### src/hdl/integer_to_ascii_formatter_defines.svh
// Assertion macros shared by the integer-to-ASCII formatter RTL.
// Define NO_ASSERTIONS to compile every check away; no other dependencies.
`ifndef INTEGER_TO_ASCII_FORMATTER_DEFINES_SVH
`define INTEGER_TO_ASCII_FORMATTER_DEFINES_SVH
`ifndef NO_ASSERTIONS
// Same-cycle implication, disabled while reset is high.
`define ITOA_ASSERT_IMPL(name, clk, rst, ante, cons) \
   name: assert property (@(posedge clk) disable iff (rst) (ante) |-> (cons)) \
      else $error("itoa check failed");
// Next-cycle implication, disabled while reset is high.
`define ITOA_ASSERT_NEXT(name, clk, rst, ante, cons) \
   name: assert property (@(posedge clk) disable iff (rst) (ante) |=> (cons)) \
      else $error("itoa check failed");
`else
`define ITOA_ASSERT_IMPL(name, clk, rst, ante, cons)
`define ITOA_ASSERT_NEXT(name, clk, rst, ante, cons)
`endif
`endif

### src/hdl/itoa_pkg.sv
// Types, constants and helper functions of the integer-to-ASCII formatter.
// Used by itoa_dabble_stage and integer_to_ascii_formatter; depends on nothing.
`default_nettype none
package itoa_pkg;

   localparam int ValueWidth    = 32;
   localparam int CharWidth     = 8;
   localparam int DigitWidth    = 4;
   localparam int DecDigits     = 10;
   localparam int HexDigits     = 8;
   localparam int MaxChars      = 10;
   localparam int BcdWidth      = DecDigits * DigitWidth;
   localparam int DabbleStages  = 4;
   localparam int StepsPerStage = ValueWidth / DabbleStages;
   localparam int CountWidth    = $clog2(MaxChars + 1);

   localparam logic [CharWidth-1:0] CHAR_ZERO = 8'h30;
   localparam logic [CharWidth-1:0] CHAR_A    = 8'h61;
   localparam logic [CharWidth-1:0] CHAR_X    = 8'h78;
   localparam logic [DigitWidth-1:0] NIB_TEN  = 4'ha;

   typedef enum logic {
      OP_DEC = 1'b0,
      OP_HEX = 1'b1
   } opcode_type;

   typedef struct packed {
      opcode_type            opcode;
      logic [ValueWidth-1:0] value;
   } req_type;

   typedef struct packed {
      logic [CharWidth-1:0] char_out;
      logic                 last;
   } rsp_type;

   // Item in flight through the binary-to-BCD stages. The binary word is
   // rotated, so after all stages it holds the original value again.
   typedef struct packed {
      opcode_type            opcode;
      logic [ValueWidth-1:0] bin;
      logic [BcdWidth-1:0]   bcd;
   } dabble_type;

   // Formatted text, first character at index 0, and its length.
   typedef struct packed {
      logic [MaxChars-1:0][CharWidth-1:0] chars;
      logic [CountWidth-1:0]              count;
   } fmt_type;

   function automatic logic [CharWidth-1:0] hex_char(input logic [DigitWidth-1:0] nib);
      logic [CharWidth-1:0] ch;
      if (nib < NIB_TEN) begin
         ch = CHAR_ZERO + {{(CharWidth-DigitWidth){1'b0}}, nib};
      end else begin
         ch = CHAR_A + {{(CharWidth-DigitWidth){1'b0}}, nib - NIB_TEN};
      end
      return ch;
   endfunction

endpackage
`default_nettype wire

### src/hdl/itoa_dabble_stage.sv
// One registered stage of the shift-and-add-3 binary-to-BCD converter.
// Depends on itoa_pkg.
`default_nettype none
module itoa_dabble_stage (
   input  wire logic                clock,
   input  wire logic                reset,
   input  wire logic                load,
   input  wire logic                in_valid,
   input  wire itoa_pkg::dabble_type in_data,
   output      logic                out_valid,
   output      itoa_pkg::dabble_type out_data
);
   import itoa_pkg::*;

   logic       valid_ff;
   dabble_type data_ff;
   dabble_type data_in;

   // Each step corrects every BCD digit of five or more, then shifts in the
   // next binary bit from the top.
   always_comb begin
      logic [ValueWidth-1:0] bin;
      logic [BcdWidth-1:0]   bcd;
      bin = in_data.bin;
      bcd = in_data.bcd;
      for (int s = 0; s < StepsPerStage; s++) begin
         for (int d = 0; d < DecDigits; d++) begin
            if (bcd[d*DigitWidth +: DigitWidth] >= 4'd5) begin
               bcd[d*DigitWidth +: DigitWidth] = bcd[d*DigitWidth +: DigitWidth] + 4'd3;
            end
         end
         bcd = {bcd[BcdWidth-2:0], bin[ValueWidth-1]};
         bin = {bin[ValueWidth-2:0], bin[ValueWidth-1]};
      end
      data_in.opcode = in_data.opcode;
      data_in.bin    = bin;
      data_in.bcd    = bcd;
   end

   always_ff @(posedge clock) begin
      if (reset) begin
         valid_ff <= 1'b0;
      end else if (load) begin
         valid_ff <= in_valid;
      end
   end

   always_ff @(posedge clock) begin
      if (load && in_valid) begin
         data_ff <= data_in;
      end
   end

   assign out_valid = valid_ff;
   assign out_data  = data_ff;

endmodule
`default_nettype wire

### src/hdl/integer_to_ascii_formatter.sv
// Top level of the integer-to-ASCII formatter: BCD pipeline, text formatter
// and character serializer. Depends on itoa_pkg, itoa_dabble_stage and the
// assertion macros in integer_to_ascii_formatter_defines.svh.
//
//   channel   direction  handshake              payload
//   req_      in         req_valid / req_stall  opcode, value
//   rsp_      out        rsp_valid / rsp_stall  char_out, last
//
// An item passes four BCD conversion stages, one formatting stage and the
// serializer load before its first character is on rsp_. The serializer
// then sends one character per cycle while rsp_stall is low: 1 to 10
// characters for a decimal item, 10 for a hex item; this sets the sustained
// item rate.
// Reset is synchronous and clears all valid bits and the serializer.
// A stall on rsp_ holds the current character; the five pipeline registers
// keep filling behind it until they are full, and only then is req_stall raised.
`default_nettype none
`include "integer_to_ascii_formatter_defines.svh"
module integer_to_ascii_formatter (
   input  wire logic              clock,
   input  wire logic              reset,
   input  wire logic              req_valid,
   output      logic              req_stall,
   input  wire itoa_pkg::req_type req_data,
   output      logic              rsp_valid,
   input  wire logic              rsp_stall,
   output      itoa_pkg::rsp_type rsp_data
);
   import itoa_pkg::*;

   // Pipeline of BCD conversion stages. Index 0 is the input port, index k
   // is the output register of stage k-1.
   logic                  stg_valid [0:DabbleStages];
   dabble_type            stg_data  [0:DabbleStages];
   logic                  stg_ready [0:DabbleStages-1];

   logic                  fmt_valid_ff;
   fmt_type               fmt_ff;
   fmt_type               fmt_in;
   logic                  fmt_ready;

   logic                  busy_ff;
   logic                  busy_in;
   logic [CountWidth-1:0] left_ff;
   logic [CountWidth-1:0] left_in;
   logic [MaxChars-1:0][CharWidth-1:0] buf_ff;
   logic [MaxChars-1:0][CharWidth-1:0] buf_in;
   logic                  ser_last;
   logic                  ser_take;
   logic                  ser_ready;
   logic                  ser_load;

   assign stg_valid[0]       = req_valid;
   assign stg_data[0].opcode = req_data.opcode;
   assign stg_data[0].bin    = req_data.value;
   assign stg_data[0].bcd    = '0;

   // A stage takes a new item when it is empty or its item moves on.
   for (genvar s = 0; s < DabbleStages; s++) begin : g_stage
      if (s == DabbleStages - 1) begin : g_tail
         assign stg_ready[s] = !stg_valid[s+1] || fmt_ready;
      end else begin : g_body
         assign stg_ready[s] = !stg_valid[s+1] || stg_ready[s+1];
      end

      itoa_dabble_stage u_stage (
         .clock     (clock),
         .reset     (reset),
         .load      (stg_ready[s]),
         .in_valid  (stg_valid[s]),
         .in_data   (stg_data[s]),
         .out_valid (stg_valid[s+1]),
         .out_data  (stg_data[s+1])
      );
   end

   assign req_stall = !stg_ready[0];

   // Formatting stage. In decimal mode the leading zero digits are counted
   // (the least significant digit always stays) and the BCD word is shifted
   // so the first printed digit lands in character 0. In hex mode the text
   // is the prefix followed by the eight nibbles of the value, which the
   // rotating binary word has restored by now.
   always_comb begin
      logic [CountWidth-1:0] lz;
      logic                  seen;
      logic [BcdWidth-1:0]   shifted;
      logic [ValueWidth-1:0] value;
      lz      = '0;
      seen    = 1'b0;
      value   = stg_data[DabbleStages].bin;
      for (int i = DecDigits - 1; i >= 1; i--) begin
         if (!seen && stg_data[DabbleStages].bcd[i*DigitWidth +: DigitWidth] == '0) begin
            lz = lz + 1'b1;
         end else begin
            seen = 1'b1;
         end
      end
      shifted = stg_data[DabbleStages].bcd << {lz, 2'b00};
      fmt_in  = '0;
      if (stg_data[DabbleStages].opcode == OP_HEX) begin
         fmt_in.chars[0] = CHAR_ZERO;
         fmt_in.chars[1] = CHAR_X;
         for (int j = 0; j < HexDigits; j++) begin
            fmt_in.chars[j+2] = hex_char(value[(HexDigits-1-j)*DigitWidth +: DigitWidth]);
         end
         fmt_in.count = CountWidth'(MaxChars);
      end else begin
         for (int j = 0; j < DecDigits; j++) begin
            fmt_in.chars[j] = CHAR_ZERO + {{(CharWidth-DigitWidth){1'b0}},
                              shifted[(DecDigits-1-j)*DigitWidth +: DigitWidth]};
         end
         fmt_in.count = CountWidth'(DecDigits) - lz;
      end
   end

   assign fmt_ready = !fmt_valid_ff || ser_ready;

   always_ff @(posedge clock) begin
      if (reset) begin
         fmt_valid_ff <= 1'b0;
      end else if (fmt_ready) begin
         fmt_valid_ff <= stg_valid[DabbleStages];
      end
   end

   always_ff @(posedge clock) begin
      if (fmt_ready && stg_valid[DabbleStages]) begin
         fmt_ff <= fmt_in;
      end
   end

   // Character serializer. Character 0 of the buffer is the one on the
   // output; the buffer shifts down by one character each time it is taken.
   // A new item loads in the same cycle that the last character goes out.
   assign ser_last  = (left_ff == CountWidth'(1));
   assign ser_take  = busy_ff && !rsp_stall;
   assign ser_ready = !busy_ff || (ser_take && ser_last);
   assign ser_load  = ser_ready && fmt_valid_ff;

   always_comb begin
      busy_in = busy_ff;
      left_in = left_ff;
      buf_in  = buf_ff;
      if (ser_load) begin
         busy_in = 1'b1;
         left_in = fmt_ff.count;
         buf_in  = fmt_ff.chars;
      end else if (ser_take) begin
         busy_in = !ser_last;
         left_in = left_ff - 1'b1;
         buf_in  = buf_ff >> CharWidth;
      end
   end

   always_ff @(posedge clock) begin
      if (reset) begin
         busy_ff <= 1'b0;
         left_ff <= '0;
      end else begin
         busy_ff <= busy_in;
         left_ff <= left_in;
      end
   end

   always_ff @(posedge clock) begin
      buf_ff <= buf_in;
   end

   assign rsp_valid         = busy_ff;
   assign rsp_data.char_out = buf_ff[0];
   assign rsp_data.last     = ser_last;

   // While busy, the serializer holds between one and ten characters.
   `ITOA_ASSERT_IMPL(a_left_range, clock, reset, busy_ff,
                     left_ff != '0 && left_ff <= CountWidth'(MaxChars))
   // Taking a character that is not the last never ends the item.
   `ITOA_ASSERT_NEXT(a_no_early_end, clock, reset, ser_take && !ser_last, busy_ff)
   // Hex text is always ten characters long.
   `ITOA_ASSERT_IMPL(a_hex_len, clock, reset, fmt_valid_ff && fmt_ff.chars[1] == CHAR_X,
                     fmt_ff.count == CountWidth'(MaxChars))
   // Multi-digit decimal text never starts with a zero digit.
   `ITOA_ASSERT_IMPL(a_no_lead_zero, clock, reset,
                     fmt_valid_ff && fmt_ff.chars[1] != CHAR_X && fmt_ff.count != CountWidth'(1),
                     fmt_ff.chars[0] != CHAR_ZERO)

endmodule
`default_nettype wire

### config.mk
export PLATFORM = sky130hd
export DESIGN_NAME = integer_to_ascii_formatter
export DESIGN_NICKNAME = d
export VERILOG_FILES = /design/src/hdl/itoa_pkg.sv /design/src/hdl/itoa_dabble_stage.sv /design/src/hdl/integer_to_ascii_formatter.sv
export VERILOG_INCLUDE_DIRS = /design/src /design/src/hdl
export SDC_FILE = /design/constraint.sdc
export NUM_CORES = 1
export LEC_CHECK = 0
export BUFFER_PORTS_ARGS = -buffer_cell sky130_fd_sc_hd__buf_2
export CORE_ASPECT_RATIO = 0.8
export CORE_MARGIN = 3
export CORE_UTILIZATION = 68
export CTS_CLUSTER_DIAMETER = 80
export CTS_CLUSTER_SIZE = 28
export DETAILED_ROUTE_END_ITERATION = 16
export HOLD_SLACK_MARGIN = 0.02
export PLACE_DENSITY = 0.85
export SYNTH_ARGS = -nofsm -noshare
export SYNTH_HDL_FRONTEND = slang
export SYNTH_SLANG_ARGS = --single-unit
### constraint.sdc
create_clock -name clock -period 13.7 [get_ports clock]
set_clock_uncertainty 0.05 [all_clocks]
set_input_delay 0 -clock clock [delete_from_list [all_inputs] [get_ports clock]]
set_output_delay 0 -clock clock [all_outputs]
set_load 0.02 [all_outputs]
==> results.py <==
metrics = {
    "status": {
        "status": "finished, final reports clean",
    },
    "synth": {
        "syn-instance-count": 4014,
        "synth.top_cell.area_share_pct": 31.98,
        "synth_top_cells_by_count": "514 x nand2_1, 361 x edfxtp_1, 318 x nor2_1",
        "yosysWarnings": 0,
        "synth_edf_count": 361,
        "yosys.area_share.adder_pct": 6.474,
        "synth_top_family_by_area": "compound AO/OA/AOI/OAI gates",
        "ys_types": 116,
        "syn-num-nets": 4224,
        "synth-compound-area-share_pct": 26.30,
        "ys_seq_area_share_pct": 32.57,
        "synth_area_leader_cell": "edfxtp_1",
        "synth.area.mux_share_pct": 6.802,
        "synth_area_per_cell_sq_um": 8.445,
        "synth_xor_area_share_pct": 3.846,
        "synthSimpleGateAreaFrac_pct": 19.45,
        "ys.flop_type": "edfxtp_1",
        "netlist_area_sq_um": 33900,
        "ys_ff_latch": 371,
        "ys_top_cells_by_area": "edfxtp_1 32%, ha_1 6.4%, nand2_1 5.7%",
        "async_flop_share_pct": 0,
        "yosys.cell_count.top_type": "nand2_1",
    },
    "detailed_routing": {
        "wl_microns": 75880,
        "drc": 0,
        "wl_per_cell_microns": 16.20,
        "dr.pass1.iters": 6,
        "drt-initial-drc-count": 3299,
        "avgViaCountPerCell": 6.368,
        "antenna_left": 0,
        "vias": 29830,
    },
    "setup_path": {
        "crit_type": "register to register",
        "crit_required_ns": 13.94,
        "cp_slowest_cell": "o21ai_0",
        "endpoint_kind": "register",
        "path_buf_inv": 6,
        "crit_top_cell": "ha_1",
        "r2r_slack_ns": 5.76,
        "cpLargestDelayFamily": "compound AO/OA/AOI/OAI gates",
        "path_max_fanout": 8,
        "critPathArrivalTime_ns": 8.18,
        "cp_slowest_stage_delay_ns": 0.50,
        "critPathLaunchType": "register",
    },
    "clocking": {
        "htree_levels": 1,
        "clock_latency_ns": 0.58,
        "cts_tree": "yes",
        "cts_resized": 0,
        "post-cts-setup-buffers": 0,
        "ctsHoldBuffers": 38,
        "cts_sinks": 371,
        "cts_buffer_depth": 3,
        "cts_buffers": 22,
        "ctsRootBufferMaster": "clkbuf_16",
        "clkTransAtPathRegs_ns": 0.10,
    },
    "floorplan": {
        "coreArea_sq_um": 48830,
        "die_h_microns": 205.7,
        "io_pins": 48,
        "die_area_sq_um": 52580,
        "initial_core_util_pct": 69.43,
        "row_count": 72,
        "die_w_microns": 255.6,
    },
    "min_path": {
        "hold_class": "primary input to register",
    },
    "sta": {
        "fmax_mhz": 126.0,
        "period_share_pct": 57.93,
        "finalHoldViolations": 0,
        "period_needed_ns": 7.937,
        "rsz0062_at_grt": "no",
        "setup_violations": 0,
        "slew_headroom_pct": 29.59,
        "setup_slack_ns": 5.763,
        "drv_slew": 0,
        "tns_ns": 0,
        "worstMarginPinSlew_ns": 1.053,
    },
    "layout": {
        "fillCellCount": 3631,
        "layout-drive-gt1-share_pct": 7.466,
        "postLayoutCoreUtil_pct": 73.28,
        "final_nets": 4216,
        "area_growth_pct": 5.551,
        "n_antenna_cell": 0,
    },
    "job": {
        "cap_violations": 0,
    },
    "placement": {
        "io_buffers": 46,
        "dp_slack_ns": 5.857,
        "dp_hpwl_microns": 55210,
        "gp_congestion": 0.9458,
    },
    "global_route": {
        "gr-usage-all-layers_pct": 27.59,
        "grt_pass1_wl_microns": 125400,
        "grt_max_degree": 73,
        "grt_pass1_vias": 26302,
        "antenna_found_initial": 0,
        "overflow": 0,
    },
}
cell families after synthesis:
| logic type | count (synthesis) |
|---|---|
| fa+ha+maj | 176 |
| compound gates | 1314 |
| flops | 371 |
| other cells | 1 |
| mux | 216 |
| simple gates | 1404 |
| xor+xnor | 143 |
| buf+inv | 389 |
flip-flops by register name, indices dropped and copies added (netlist names):
| name | count |
|---|---|
| left_ff | 4 |
| rsp_data | 7 |
| rsp_valid | 1 |
| g_stage.u_stage.out_data | 230 |
| fmt_ff | 61 |
| g_stage.u_stage.out_valid | 4 |
| buf_ff | 63 |
| fmt_valid_ff | 1 |
per-stage QoR:
stage	instances	cell area, sq um	hold WS [ns]
2_1_floorplan	4014	33900	0.04887
3_3_place_gp	4610	34600	0.1263
3_5_place_dp	4610	34600	0.1281
4_1_cts	4684	35780	0.06263
5_1_grt	4684	35780	0.08470
6_report	4684	35780	0.08728
path summary, 6_finish.rpt:
kind	start	endpoint	depth (start not counted)
min reg2reg	g_stage[2].u_stage.out_data[41]	g_stage[3].u_stage.out_data[49]	0
max reg2reg	g_stage[2].u_stage.out_data[28]	g_stage[3].u_stage.out_data[37]	37
min	req_data[1]	g_stage[0].u_stage.out_data[49]	2
max	g_stage[2].u_stage.out_data[28]	g_stage[3].u_stage.out_data[37]	37
area by class of cell:
type | instances | area (sq um) | area share [%]
clock buffer | 27 | 590.6 | 1.650
sequential | 371 | 11040 | 30.86
timing repair buffer | 109 | 798.3 | 2.231
multi-input combinational | 3254 | 21380 | 59.75
clock inverter | 9 | 209.0 | 0.5840
tap | 666 | 833.3 | 2.329
inverter | 248 | 930.9 | 2.602
cell usage in the layout (no fill, tap or decap), types with 17 or more instances in the layout:
master and n:
a211o_1 27, a211oi_1 66, a21boi_0 24, a21o_1 57, a21oi_1 290, a22oi_1 18
a31oi_1 59, and2_1 74, and3_1 28, buf_2 46, buf_4 25, clkbuf_16 23
dlygate4sd3_1 38, edfxtp_1 361, ha_1 173, inv_1 242, mux2_2 64, mux2i_1 143
nand2_1 513, nand2b_1 90, nand3_1 95, nor2_1 317, nor2b_1 47, nor3_1 88
nor4_1 17, o211a_1 18, o211ai_1 47, o21a_1 38, o21ai_0 279, o21ai_1 27
o221ai_1 17, o22ai_1 61, o31ai_1 23, or2_2 26, or3_1 31, xnor2_1 91
xor2_1 46
routing by layer:
layer | global-route usage, % | up-vias | share of wire [%]
li1 | - | 14917 | -
met1 | 40.04 | 13772 | 46
met2 | 45.28 | 1049 | 45
met3 | 3.359 | 92 | 7.4
met4 | 4.640 | 0 | 1.5
met5 | 0 | - | 0
Power is not shown: default switching activity piles up to over one toggle a cycle in this logic, so the estimate is an artifact.
